===== src/rtl/core/rtphp_pkg.sv =====
// ----------------------------------------------------------------------------
// rtphp_pkg
// Shared types and constants of the RTP header parser.
// ----------------------------------------------------------------------------
package rtphp_pkg;

	localparam int HEADER_LEN = 12;

	// result status codes
	localparam logic [1:0] ST_OK      = 2'd0;
	localparam logic [1:0] ST_SHORT   = 2'd1;
	localparam logic [1:0] ST_BAD_VER = 2'd2;

	// media class codes
	localparam logic [1:0] MC_VIDEO   = 2'd0;
	localparam logic [1:0] MC_PRIVATE = 2'd1;
	localparam logic [1:0] MC_AUDIO   = 2'd2;

	// payload types that select a media class
	localparam logic [6:0] PT_VIDEO_A = 7'h60;
	localparam logic [6:0] PT_VIDEO_B = 7'h1A;
	localparam logic [6:0] PT_PRIVATE = 7'h70;

	// configuration register indexes
	localparam logic [2:0] CFG_MIN_LEN   = 3'd0;
	localparam logic [2:0] CFG_ONE_PROF  = 3'd1;
	localparam logic [2:0] CFG_TWO_PROF  = 3'd2;
	localparam logic [2:0] CFG_TSEQ_ID   = 3'd3;
	localparam logic [2:0] CFG_MAX_PAD   = 3'd4;

	localparam int RES_W = 144;

	typedef enum logic [2:0] {
		PH_HDR,
		PH_ZERO,
		PH_LEN,
		PH_DATA,
		PH_STOP
	} phase_t;

	typedef enum logic [1:0] {
		FMT_NONE,
		FMT_ONE,
		FMT_TWO
	} fmt_t;

	typedef struct packed {
		logic [7:0]  min_packet_len;
		logic [15:0] one_byte_profile;
		logic [15:0] two_byte_profile;
		logic [7:0]  tseq_element_id;
		logic [7:0]  max_padding_len;
	} cfg_t;

	typedef struct packed {
		logic [1:0]  status;
		logic        marker;
		logic [6:0]  payload_type;
		logic [15:0] seq_no;
		logic [31:0] time_stamp;
		logic [31:0] ssrc_id;
		logic [1:0]  media_class;
		logic [15:0] payload_offset;
		logic [15:0] payload_len;
		logic        retransmit;
		logic        tseq_valid;
		logic [15:0] tseq_value;
	} res_t;

endpackage


===== src/rtl/core/rtphp_core.sv =====
// ----------------------------------------------------------------------------
// rtphp_core
// Per-byte packet state and the result logic taken at the last byte.
// ----------------------------------------------------------------------------
module rtphp_core
	import rtphp_pkg::*;
#(
	parameter int TAIL_LEN = 4
) (
	input  logic       clk,
	input  logic       arst_n,
	input  cfg_t       cfg,
	input  logic       step,
	input  logic [7:0] data_byte,
	input  logic       last_byte,
	output res_t       res
);

	logic [15:0] cnt_q, cnt_n;
	logic [7:0]  hdr_q [HEADER_LEN];
	logic [7:0]  hdr_n [HEADER_LEN];
	logic [15:0] prof_q, prof_n;
	logic [17:0] ext_len_q, ext_len_n;
	logic [15:0] ext_off_q, ext_off_n;
	fmt_t        fmt_q, fmt_n;
	phase_t      phase_q, phase_n;
	logic [7:0]  skip_q, skip_n;
	logic [2:0]  due_q, due_n;
	logic [16:0] cap_q, cap_n;
	logic [7:0]  tail_q [TAIL_LEN];
	logic [7:0]  tail_n [TAIL_LEN];
	logic        done_q, done_n;
	logic        active_q, active_n;

	logic        xbit;
	logic [18:0] off_sum;
	phase_t      ph;
	logic [15:0] offset;
	logic [7:0]  pad;
	logic        retr;
	logic [17:0] diff;
	logic [6:0]  pt;

	always_comb begin
		cnt_n     = cnt_q;
		hdr_n     = hdr_q;
		prof_n    = prof_q;
		ext_len_n = ext_len_q;
		ext_off_n = ext_off_q;
		fmt_n     = fmt_q;
		phase_n   = phase_q;
		skip_n    = skip_q;
		due_n     = due_q;
		cap_n     = cap_q;
		done_n    = done_q;
		active_n  = active_q;
		xbit      = hdr_q[0][4];
		off_sum   = 19'd16 + {1'b0, ext_len_q[15:8], data_byte, 2'b00};
		ph        = phase_q;

		if (cnt_q < 16'(HEADER_LEN)) begin
			hdr_n[cnt_q[3:0]] = data_byte;
		end else if (cnt_q < 16'd16) begin
			if (xbit) begin
				case (cnt_q[1:0])
					2'd0: prof_n[15:8] = data_byte;
					2'd1: prof_n[7:0]  = data_byte;
					2'd2: ext_len_n    = {2'b00, data_byte, 8'h00};
					default: begin
						ext_len_n = {ext_len_q[15:8], data_byte, 2'b00};
						ext_off_n = (off_sum > 19'd65535) ? 16'hFFFF : off_sum[15:0];
						if (prof_q == cfg.one_byte_profile) fmt_n = FMT_ONE;
						else if (prof_q == cfg.two_byte_profile) fmt_n = FMT_TWO;
						else fmt_n = FMT_NONE;
						phase_n = PH_HDR;
						due_n   = 3'b000;
						if (ext_len_n == 18'd0) done_n = 1'b1;
						else active_n = 1'b1;
					end
				endcase
			end
		end else if (active_q) begin
			if (due_q[0]) cap_n = {1'b1, tail_q[0], data_byte};
			due_n = due_q >> 1;
			if (fmt_q != FMT_NONE) begin
				if (ph == PH_ZERO && data_byte != 8'h00) ph = PH_HDR;
				case (ph)
					PH_HDR: begin
						if (fmt_q == FMT_ONE) begin
							if (data_byte[7:4] == 4'hF) begin
								phase_n = PH_STOP;
							end else begin
								if ({4'h0, data_byte[7:4]} == cfg.tseq_element_id)
									due_n = due_n | 3'b010;
								skip_n  = {4'h0, data_byte[3:0]} + 8'd1;
								phase_n = PH_DATA;
							end
						end else begin
							if (data_byte == cfg.tseq_element_id) due_n = due_n | 3'b100;
							phase_n = PH_LEN;
						end
					end
					PH_LEN: begin
						skip_n  = data_byte;
						phase_n = (data_byte != 8'h00) ? PH_DATA : PH_ZERO;
					end
					PH_DATA: begin
						skip_n = skip_q - 8'd1;
						if (skip_q == 8'd1) phase_n = PH_ZERO;
					end
					default: begin
					end
				endcase
			end
			ext_len_n = ext_len_q - 18'd1;
			if (ext_len_q == 18'd1) begin
				active_n = 1'b0;
				done_n   = 1'b1;
			end
		end

		tail_n[0] = data_byte;
		for (int i = 1; i < TAIL_LEN; i++) tail_n[i] = tail_q[i - 1];
		if (cnt_q != 16'hFFFF) cnt_n = cnt_q + 16'd1;
	end

	// result at the last byte, built from the updated state
	always_comb begin
		res    = '0;
		pt     = hdr_n[1][6:0];
		offset = 16'(HEADER_LEN);
		pad    = 8'h00;
		retr   = 1'b0;
		if (hdr_n[0][4]) begin
			if (done_n) offset = (cnt_q == 16'd15) ? 16'd16 : ext_off_q;
			else if (cnt_n >= 16'd16) offset = cnt_n;
		end
		if (hdr_n[0][5] && data_byte != 8'h00 && data_byte <= cfg.max_padding_len) begin
			pad = data_byte;
			if (data_byte >= 8'(TAIL_LEN)) retr = tail_n[TAIL_LEN - 1][4];
		end
		diff = {2'b00, cnt_n} - {2'b00, offset} - {10'h000, pad};

		if (cnt_n < {8'h00, cfg.min_packet_len} || cnt_n < 16'(HEADER_LEN)) begin
			res.status = ST_SHORT;
		end else if (hdr_n[0][7:6] != 2'b10) begin
			res.status = ST_BAD_VER;
		end else begin
			res.status         = ST_OK;
			res.marker         = hdr_n[1][7];
			res.payload_type   = pt;
			res.seq_no         = {hdr_n[2], hdr_n[3]};
			res.time_stamp     = {hdr_n[4], hdr_n[5], hdr_n[6], hdr_n[7]};
			res.ssrc_id        = {hdr_n[8], hdr_n[9], hdr_n[10], hdr_n[11]};
			res.media_class    = (pt == PT_VIDEO_A || pt == PT_VIDEO_B) ? MC_VIDEO :
				(pt == PT_PRIVATE ? MC_PRIVATE : MC_AUDIO);
			res.payload_offset = offset;
			res.payload_len    = diff[17] ? 16'h0000 : diff[15:0];
			res.retransmit     = retr;
			if (hdr_n[0][4] && done_n && cap_n[16]) begin
				res.tseq_valid = 1'b1;
				res.tseq_value = cap_n[15:0];
			end
		end
	end

	// header, profile, extension length, offset and skip words need no reset: written before use
	always_ff @(posedge clk) begin
		if (step) begin
			hdr_q     <= hdr_n;
			prof_q    <= prof_n;
			ext_len_q <= ext_len_n;
			ext_off_q <= ext_off_n;
			skip_q    <= skip_n;
		end
	end

	always_ff @(posedge clk or negedge arst_n) begin
		if (!arst_n) begin
			cnt_q    <= '0;
			fmt_q    <= FMT_NONE;
			phase_q  <= PH_HDR;
			due_q    <= '0;
			cap_q    <= '0;
			done_q   <= 1'b0;
			active_q <= 1'b0;
			for (int i = 0; i < TAIL_LEN; i++) tail_q[i] <= '0;
		end else if (step) begin
			if (last_byte) begin
				// drop the counter, phase, flag, capture and tail state after the result
				cnt_q    <= '0;
				fmt_q    <= FMT_NONE;
				phase_q  <= PH_HDR;
				due_q    <= '0;
				cap_q    <= '0;
				done_q   <= 1'b0;
				active_q <= 1'b0;
				for (int i = 0; i < TAIL_LEN; i++) tail_q[i] <= '0;
			end else begin
				cnt_q    <= cnt_n;
				fmt_q    <= fmt_n;
				phase_q  <= phase_n;
				due_q    <= due_n;
				cap_q    <= cap_n;
				done_q   <= done_n;
				active_q <= active_n;
				tail_q   <= tail_n;
			end
		end
	end

endmodule


===== src/rtl/core/rtp_header_parser_top.sv =====
// ----------------------------------------------------------------------------
// rtp_header_parser_top
// RTP fixed header and header extension parser, one packet byte per word.
// ----------------------------------------------------------------------------
//  channel  direction  word                     accepted when
//  s_axis   in         packet byte, tlast       s_axis_tvalid & s_axis_tready
//  m_axis   out        one result per packet    m_axis_tvalid & m_axis_tready
//  cfg      in         register index, data     cfg_valid & cfg_ready
//
//  One byte per cycle: a byte goes to an input register, is folded into the
//  packet state in the next cycle, and the last byte loads the result register.
//  A packet's result is presented from the result register once its last byte leaves the input register.
//  Reset sets the configuration registers to their defaults and clears state.
//  Input stalls only while a last byte waits on a full, stalled result register.
// ----------------------------------------------------------------------------
module rtp_header_parser_top
	import rtphp_pkg::*;
#(
	parameter int TAIL_LEN = 4
) (
	input  logic               clk,
	input  logic               arst_n,
	input  logic               s_axis_tvalid,
	output logic               s_axis_tready,
	input  logic [7:0]         s_axis_tdata,   // data_byte
	input  logic               s_axis_tlast,   // last_byte
	output logic               m_axis_tvalid,
	input  logic               m_axis_tready,
	// status, marker, payload_type, seq_no, time_stamp, ssrc_id, media_class,
	// payload_offset, payload_len, retransmit, tseq_valid, tseq_value, zero fill
	output logic [RES_W-1:0]   m_axis_tdata,
	input  logic               cfg_valid,
	output logic               cfg_ready,
	input  logic [2:0]         cfg_index,
	input  logic [15:0]        cfg_data
);

	cfg_t       cfg_q;
	logic       s1_valid_q;
	logic [7:0] s1_byte_q;
	logic       s1_last_q;
	logic       advance;
	logic       step;
	res_t       res;
	res_t       out_q;
	logic       out_valid_q;

	assign cfg_ready = 1'b1;

	always_ff @(posedge clk or negedge arst_n) begin
		if (!arst_n) begin
			cfg_q.min_packet_len   <= 8'd12;
			cfg_q.one_byte_profile <= 16'hBEDE;
			cfg_q.two_byte_profile <= 16'h1000;
			cfg_q.tseq_element_id  <= 8'd5;
			cfg_q.max_padding_len  <= 8'd255;
		end else if (cfg_valid) begin
			case (cfg_index)
				CFG_MIN_LEN:  cfg_q.min_packet_len   <= cfg_data[7:0];
				CFG_ONE_PROF: cfg_q.one_byte_profile <= cfg_data;
				CFG_TWO_PROF: cfg_q.two_byte_profile <= cfg_data;
				CFG_TSEQ_ID:  cfg_q.tseq_element_id  <= cfg_data[7:0];
				CFG_MAX_PAD:  cfg_q.max_padding_len  <= cfg_data[7:0];
				default: begin
				end
			endcase
		end
	end

	// hold a last byte while the result register cannot take its result
	assign advance       = !(s1_valid_q && s1_last_q && out_valid_q && !m_axis_tready);
	assign s_axis_tready = advance;
	assign step          = s1_valid_q && advance;

	always_ff @(posedge clk or negedge arst_n) begin
		if (!arst_n) begin
			s1_valid_q <= 1'b0;
		end else if (advance) begin
			s1_valid_q <= s_axis_tvalid;
		end
	end

	always_ff @(posedge clk) begin
		if (advance) begin
			s1_byte_q <= s_axis_tdata;
			s1_last_q <= s_axis_tlast;
		end
	end

	rtphp_core #(
		.TAIL_LEN (TAIL_LEN)
	) u_core (
		.clk       (clk),
		.arst_n    (arst_n),
		.cfg       (cfg_q),
		.step      (step),
		.data_byte (s1_byte_q),
		.last_byte (s1_last_q),
		.res       (res)
	);

	always_ff @(posedge clk or negedge arst_n) begin
		if (!arst_n) begin
			out_valid_q <= 1'b0;
		end else if (step && s1_last_q) begin
			out_valid_q <= 1'b1;
		end else if (m_axis_tready) begin
			out_valid_q <= 1'b0;
		end
	end

	always_ff @(posedge clk) begin
		if (step && s1_last_q) out_q <= res;
	end

	assign m_axis_tvalid = out_valid_q;
	assign m_axis_tdata  = {2'b00, out_q.tseq_value, out_q.tseq_valid, out_q.retransmit,
		out_q.payload_len, out_q.payload_offset, out_q.media_class, out_q.ssrc_id,
		out_q.time_stamp, out_q.seq_no, out_q.payload_type, out_q.marker, out_q.status};

	a_stall_cause: assert property (@(posedge clk) disable iff (!arst_n)
		!s_axis_tready |-> s1_valid_q && s1_last_q && m_axis_tvalid && !m_axis_tready)
		else $error("input stalled without a blocked result");

	a_fail_clean: assert property (@(posedge clk) disable iff (!arst_n)
		m_axis_tvalid && out_q.status != ST_OK |->
		out_q.payload_offset == 16'h0000 && out_q.seq_no == 16'h0000 &&
		out_q.tseq_valid == 1'b0 && out_q.payload_len == 16'h0000)
		else $error("failed packet carries field data");

	a_offset_min: assert property (@(posedge clk) disable iff (!arst_n)
		m_axis_tvalid && out_q.status == ST_OK |-> out_q.payload_offset >= 16'd12)
		else $error("payload offset inside fixed header");

	a_status_code: assert property (@(posedge clk) disable iff (!arst_n)
		m_axis_tvalid |-> out_q.status != 2'd3 && out_q.media_class != 2'd3)
		else $error("undefined status or media class code");

endmodule

===== config.mk =====
export PLATFORM = sky130hd
export DESIGN_NAME = rtp_header_parser_top
export DESIGN_NICKNAME = d
export VERILOG_FILES = /design/src/rtl/core/rtphp_pkg.sv /design/src/rtl/core/rtphp_core.sv /design/src/rtl/core/rtp_header_parser_top.sv
export SDC_FILE = /design/constraint.sdc
export NUM_CORES = 1
export LEC_CHECK = 0
export ABC_AREA = 1
export BUFFER_PORTS_ARGS = -buffer_cell sky130_fd_sc_hd__buf_4
export CAP_MARGIN = 40
export CORE_ASPECT_RATIO = 0.75
export CORE_MARGIN = 4
export CORE_UTILIZATION = 44
export DETAILED_ROUTE_END_ITERATION = 12
export PLACE_DENSITY = 0.64
export SYNTH_ARGS = -nofsm -noshare
export SYNTH_HDL_FRONTEND = slang
export SYNTH_SLANG_ARGS = --single-unit

===== constraint.sdc =====
create_clock -name clk -period 11.7 [get_ports clk]
set_clock_uncertainty 0.15 [all_clocks]
set_input_delay 2.34 -clock clk [delete_from_list [all_inputs] [get_ports clk]]
set_output_delay 2.34 -clock clk [all_outputs]
set_load 0.01 [all_outputs]

Word-level counts from Yosys, hierarchy flattened
Cells that the tools add are included.
{"block": "word_totals", "ff_bits": 430, "in_bits": 33, "word_cells": 236}
{"block": "op_classes", "add_sub_neg": 7, "order_cmp": 10, "eq_ne": 33, "mux": 79, "n_bitwise": 7, "reduce_logical": 51}
{"cell": "$mux 17", "count": 6}
{"cell": "$bwmux 96", "count": 1}
{"cell": "$mux 16", "count": 6}
{"cell": "$mux 96", "count": 1}
{"cell": "$mux 3", "count": 24}
{"cell": "$mux 18", "count": 3}
{"cell": "$pmux 18 s2", "count": 1}
{"cell": "$reduce_and 5->1", "count": 7}
{"cell": "$demux 8 s4", "count": 1}
{"cell": "$eq 16x16->1", "count": 2}
{"cell": "$lt 16x4->1 const B", "count": 2}
{"cell": "$mux 32", "count": 1}
{"cell": "$mux 8", "count": 4}
{"cell": "$pmux 8 s3", "count": 1}
{"cell": "$mux 2", "count": 11}
{"cell": "$add 5x18->19 const A", "count": 1}
{"cell": "$gt 19x16->1 const B", "count": 1}
{"cell": "$eq 18x1->1 const B", "count": 1}
{"cell": "$mux 1", "count": 18}
{"cell": "$sub 18x1->18 const B", "count": 1}
{"cell": "$sub 18x8->18", "count": 1}
{"cell": "$sub 16x16->17", "count": 1}
{"cell": "$add 16x1->16 const B", "count": 1}
{"cell": "$eq 16x4->1 const B", "count": 1}
{"cell": "other kinds (44)", "count": 90}

Logic depth before layout (Yosys ltp)
{"block": "logic_depth", "depth_word": 14, "depth_mapped": 37, "mapped_depth_nobuf": 33}

Cells and area by module
Synthesis repeated with hierarchy kept, for this count alone.
{"block": "hier_totals", "cells_unflattened": 2301, "area_unflattened_um2": 20883.8}
{"module": "rtphp_core", "n_inst": 1, "cells_each": 1882, "area_per_inst_um2": 13925.9, "seq_area_each_um2": 5800.6}
{"module": "rtp_header_parser_top", "n_inst": 1, "cells_each": 419, "area_per_inst_um2": 6957.9, "seq_area_each_um2": 6017.0}

Least setup slack after synthesis
OpenSTA, ideal clock, no wires.
{"block": "synth_timing", "kind": "input port to flip-flop", "from": "input port m_axis_tready", "to": "register u_core.cap_q[16]", "setup_ns": 0.431, "t_arrival_ns": 8.604, "required_time_ns": 11.119, "path_slack_ns": 2.516, "cell_stages": 3, "cell_sequence": "nor2_1 nor2_1 nor3_1"}
{"block": "synth_between", "elab_chain_cells": 4}
{"item": "start, declared", "line_no": "rtp_header_parser_top.sv:28", "rtl": "input logic m_axis_tready,"}
{"item": "$logic_not 1->1", "line_no": "rtp_header_parser_top.sv:71", "rtl": "assign advance = !(s1_valid_q && s1_last_q && out_valid_q && !m_axis_tready);"}
{"item": "$logic_and 1x1->1", "line_no": "rtp_header_parser_top.sv:71"}
{"item": "$logic_not 1->1", "line_no": "rtp_header_parser_top.sv:71"}
{"item": "$logic_and 1x1->1", "line_no": "rtp_header_parser_top.sv:73", "rtl": "assign step = s1_valid_q && advance;"}
{"item": "end signal, assigned", "line_no": "rtphp_core.sv:204", "rtl": "cap_q <= cap_n;"}
{"item": "end, declared", "line_no": "rtphp_core.sv:29", "rtl": "logic [16:0] cap_q, cap_n;"}
No other way between the ends.
A chain may end at the register's enable or synchronous reset.

Worst setup path in the final report
{"block": "layout_timing", "from": "register s1_byte_q[0]", "to": "register out_q (netlist bit m_axis_tdata[110]) (data pin)"}
{"block": "layout_between", "elab_chain_cells": 11, "elab_cells_between_ends": 16}
{"item": "start, declared", "line_no": "rtp_header_parser_top.sv:40", "rtl": "logic [7:0] s1_byte_q;"}
{"item": "start signal, assigned", "line_no": "rtp_header_parser_top.sv:85", "rtl": "s1_byte_q <= s_axis_tdata;"}
{"item": "$logic_not 16->1 (*)", "line_no": "rtphp_core.sv:77", "rtl": "if (ext_len_n == 18'd0) done_n = 1'b1;"}
{"item": "$mux 1 (*)", "line_no": "rtphp_core.sv:77"}
{"item": "$mux 1 (*)", "line_no": "rtphp_core.sv:65", "rtl": "case (cnt_q[1:0])"}
{"item": "$mux 1 (*)", "line_no": "rtphp_core.sv:64", "rtl": "if (xbit) begin"}
{"item": "$mux 1 (*)", "line_no": "rtphp_core.sv:63", "rtl": "end else if (cnt_q < 16'd16) begin"}
{"item": "$mux 1 (*)", "line_no": "rtphp_core.sv:61", "rtl": "if (cnt_q < 16'(HEADER_LEN)) begin"}
{"item": "$mux 16 (*)", "line_no": "rtphp_core.sv:135", "rtl": "if (done_n) offset = (cnt_q == 16'd15) ? 16'd16 : ext_off_q;"}
{"item": "$mux 16 (*)", "line_no": "rtphp_core.sv:134", "rtl": "if (hdr_n[0][4]) begin"}
{"item": "named net u_core.offset[0]", "line_no": "rtphp_core.sv:38", "rtl": "logic [15:0] offset;"}
{"item": "$sub 16x16->17 (*)", "line_no": "rtphp_core.sv:142", "rtl": "diff = {2'b00, cnt_n} - {2'b00, offset} - {10'h000, pad};"}
{"item": "$sub 18x8->18 (*)", "line_no": "rtphp_core.sv:142"}
{"item": "$reduce_or 3->1 (no line)"}
{"item": "end signal, assigned", "line_no": "rtp_header_parser_top.sv:113", "rtl": "if (step && s1_last_q) out_q <= res;"}
{"item": "end, declared", "line_no": "rtp_header_parser_top.sv:45", "rtl": "res_t out_q;"}
The timed path passes the listed nets; every way through them passes the cells marked *.

==> run_results.csv <==
group,metric,value,unit
status,outcome,"finished clean",
timing,slew_violations,0,
setup_path,crit_type,"flip-flop to flip-flop",
synthesis,synth_compound_area_frac,0.0803,
routing,vias,15900,
synthesis,synthArstFlopShare,0.270,
floorplanning,die_x,259,µm
layout,area_growth,16.5,%
routing,wl,55.9,mm
synthesis,synth_edf_count,300,
synthesis,synth-seq-cells,411,
clock_tree,cts_made_buffers,43,
clock_tree,clkSlewWorstSetupHoldPaths,0.06,ns
synthesis,synthAdderAreaFrac,0.0338,
grt,grt_pass1_wl,87.5,mm
placed_design,numPortBuffers,176,
setup_path,worstPathRequired,11.84,ns
synthesis,synthSimpleGateAreaFrac,0.178,
clock_tree,cts_hold_buf,0,
setup_path,slowest_delay,0.80,ns
synthesis,yosys_warnings,0,
setup_path,endpoint_kind,"flip-flop",
clock_tree,cts-root-buf,"clkbuf_16",
floorplanning,die_y,196,µm
synthesis,synthMuxAreaShare,0.0231,
setup_path,crit_top_cell,"nand2_1",
routing,met1_length,25.7,mm
floorplanning,rows,68,
timing,tightest_slew,0.903,ns
pwr,power,3640,µW
pwr,peakVddDrop,0.101,mV
placed_design,place_inst,3006,
floorplanning,start_util,0.449,
timing,final-setup-viol-count,0,
synthesis,synth_area,0.0208,mm²
synthesis,synth.yosys.seq_area_share,0.567,
placed_design,hpwl,39.7,mm
grt,grt_max_degree,79,
routing,avgViaCountPerCell,5.16,
synthesis,ys_top_cells_by_count,"413 x inv_1, 409 x nand2_1, 300 x edfxtp_1",
routing,post-route-drc-count,0,
worst_hold_path,hold_path_class,"flip-flop to flip-flop",
clock_tree,cts_buffer_depth,3,
clock_tree,htree_levels,2,
synthesis,synth.area.top_cells,"edfxtp_1 43%, dfrtp_1 10%, inv_1 7.4%, nand2_1 7.4%, nor2_1 4.5%",
placed_design,gp_congestion,0.916,
floorplanning,core_area,0.0464,mm²
layout,instances_no_fill,3086,
synthesis,syn_area_per_cell,9.30,µm²
timing,setup_ws,4.61,ns
synthesis,yosysMostFrequentCell,"inv_1",
clock_tree,clock_latency,0.58,ns
placed_design,pre_cts_slack,4.77,ns
synthesis,synth.top_cell.area_share,0.433,
layout,fill_cells,4253,
floorplanning,io_pins,180,
routing,routed-wl-met3,3.47,mm
setup_path,crit_arrival,7.23,ns
synthesis,synth_area_leader_cell,"edfxtp_1",
pwr,p_leak,0.0108,µW
grt,grt_overflow,0,
flow_run,max-cap-violations,0,
routing,drtPass1Iterations,7,
synthesis,synthFlopType,"edfxtp_1",
timing,hold_violations,0,
setup_path,cp-start-kind,"flip-flop",
setup_path,crit_family,"simple AND/OR/NAND/NOR gates",
routing,met2_length,25.5,mm
setup_path,crit_path_max_fanout,31,
routing,routedWlPerCell,18.1,µm
timing,max_slew_margin,0.398,
timing,whs,0.336,ns
clock_tree,cts_setup_buffers,0,
layout,final_nets,2509,
timing,max_freq,141,MHz
layout,antenna_cells,0,
timing,min_period,7.09,ns
clock_tree,cts_tree,"built",
synthesis,syn_inst,2239,
routing,top_layer,"met4",
layout,drive_gt1_frac,0.141,
grt,grt_pass1_vias,15500,
pwr,powerDensity,150,mW/mm²
grt,antenna_found_initial,0,
synthesis,synth_top_family_by_area,"simple AND/OR/NAND/NOR gates",
timing,rsz0062_at_grt,"false",
clock_tree,post_cts_resize_count,0,
floorplanning,die_area,0.0509,mm²
synthesis,synth_cell_types,51,
setup_path,worst-path-buf-inv,3,
routing,postRouteAntennaNets,0,
timing,tns,0,ns
synthesis,synth_xor_area_frac,0.0248,
routing,drt-initial-drc-count,1403,
clock_tree,cts.sinks,411,
timing,finalCritPeriodShare,0.606,
grt,groute.usage.overall,0.217,
setup_path,critPathSlowestCell,"clkinv_1",
## layout make-up
type	count	area [µm²]	share of cell area
clock buffer	53	1140	0.0471
multi-input combinational	1343	7120	0.293
clock inverter	27	205	0.00845
tap	630	788	0.0325
timing repair buffer	205	1630	0.0672
inverter	417	1570	0.0646
sequential	411	11800	0.487
## state kept, by name, indices dropped and copies added, names as in the netlist
name              count
m_axis_tdata        142
u_core.hdr_q         92
cfg_q                56
u_core.ext_len_q     18
u_core.cap_q         17
u_core.cnt_q         16
u_core.prof_q        16
u_core.ext_off_q     15
u_core.tail_n        10
s1_byte_q             8
u_core.skip_q         8
u_core.due_q          3
u_core.phase_q        3
u_core.fmt_q          2
m_axis_tvalid         1
s1_last_q             1
s1_valid_q            1
u_core.active_q       1
u_core.done_q         1
## kinds of logic (layout without fill, tap and decap cells)
| kind of cell | after synthesis | after routing |
|---|---|---|
| AO/OA/AOI/OAI | 308 | 308 |
| XOR/XNOR | 59 | 59 |
| adder cells (fa/ha/maj) | 55 | 55 |
| buffers and inverters | 486 | 702 |
| flip-flops | 411 | 411 |
| multiplexers | 48 | 48 |
| other | 2 | 3 |
| AND/OR/NAND/NOR | 870 | 870 |
## per-stage QoR
step                      area [µm²]  utilization
after floorplan                20800            -
after global placement         22700        0.490
after detailed placement       22900        0.494
after CTS                      24300        0.523
after global routing           24300        0.523
final                          24300        0.523
## routing by layer
metal / GRT usage / up-vias
met5: 0 / -
met3: 0.0329 / 90
met4: 0.0569 / 0
li1: - / 7693
met1: 0.311 / 7603
met2: 0.349 / 523
## where the power goes
part	internal, µW	switching [µW]	total, µW	leakage [µW]
combinational	182	369	550	0.00584
clock	726	599	1320	0.000661
sequential	1710	55.6	1760	0.00427
## final timing paths
path / slack, ns / cells after the start / end / from
hold / removal: 0.34 / 2 / u_core.cap_q[14] / u_core.cap_q[14]
min in group asynchronous: 1.64 / 1 / cfg_q[24] / arst_n
setup / recovery: 4.61 / 31 / m_axis_tdata[110] / s1_byte_q[0]
hold reg to reg: 0.34 / 2 / u_core.cap_q[14] / u_core.cap_q[14]
max in group asynchronous: 8.78 / 3 / cfg_q[8] / arst_n
setup reg to reg: 4.61 / 31 / m_axis_tdata[110] / s1_byte_q[0]
## worst register-to-register path, delay by kind of cell (launching register included)
kind | cells | cell delay, ns
XOR/XNOR | 1 | 0.15
AND/OR/NAND/NOR | 18 | 2.59
flip-flops | 1 | 0.64
adder cells (fa/ha/maj) | 4 | 1.49
buffers and inverters | 3 | 0.95
AO/OA/AOI/OAI | 5 | 0.86
## placed cells by master (no fill, tap or decap), types with 53 or more instances in the layout
cell type,instances
nor2_1,246
nand2_1,409
a21oi_1,66
nand3_1,84
o21ai_0,171
ha_1,53
dfrtp_1,86
inv_1,412
buf_4,195
edfxtp_1,300
(Power assumes the default switching activity.)
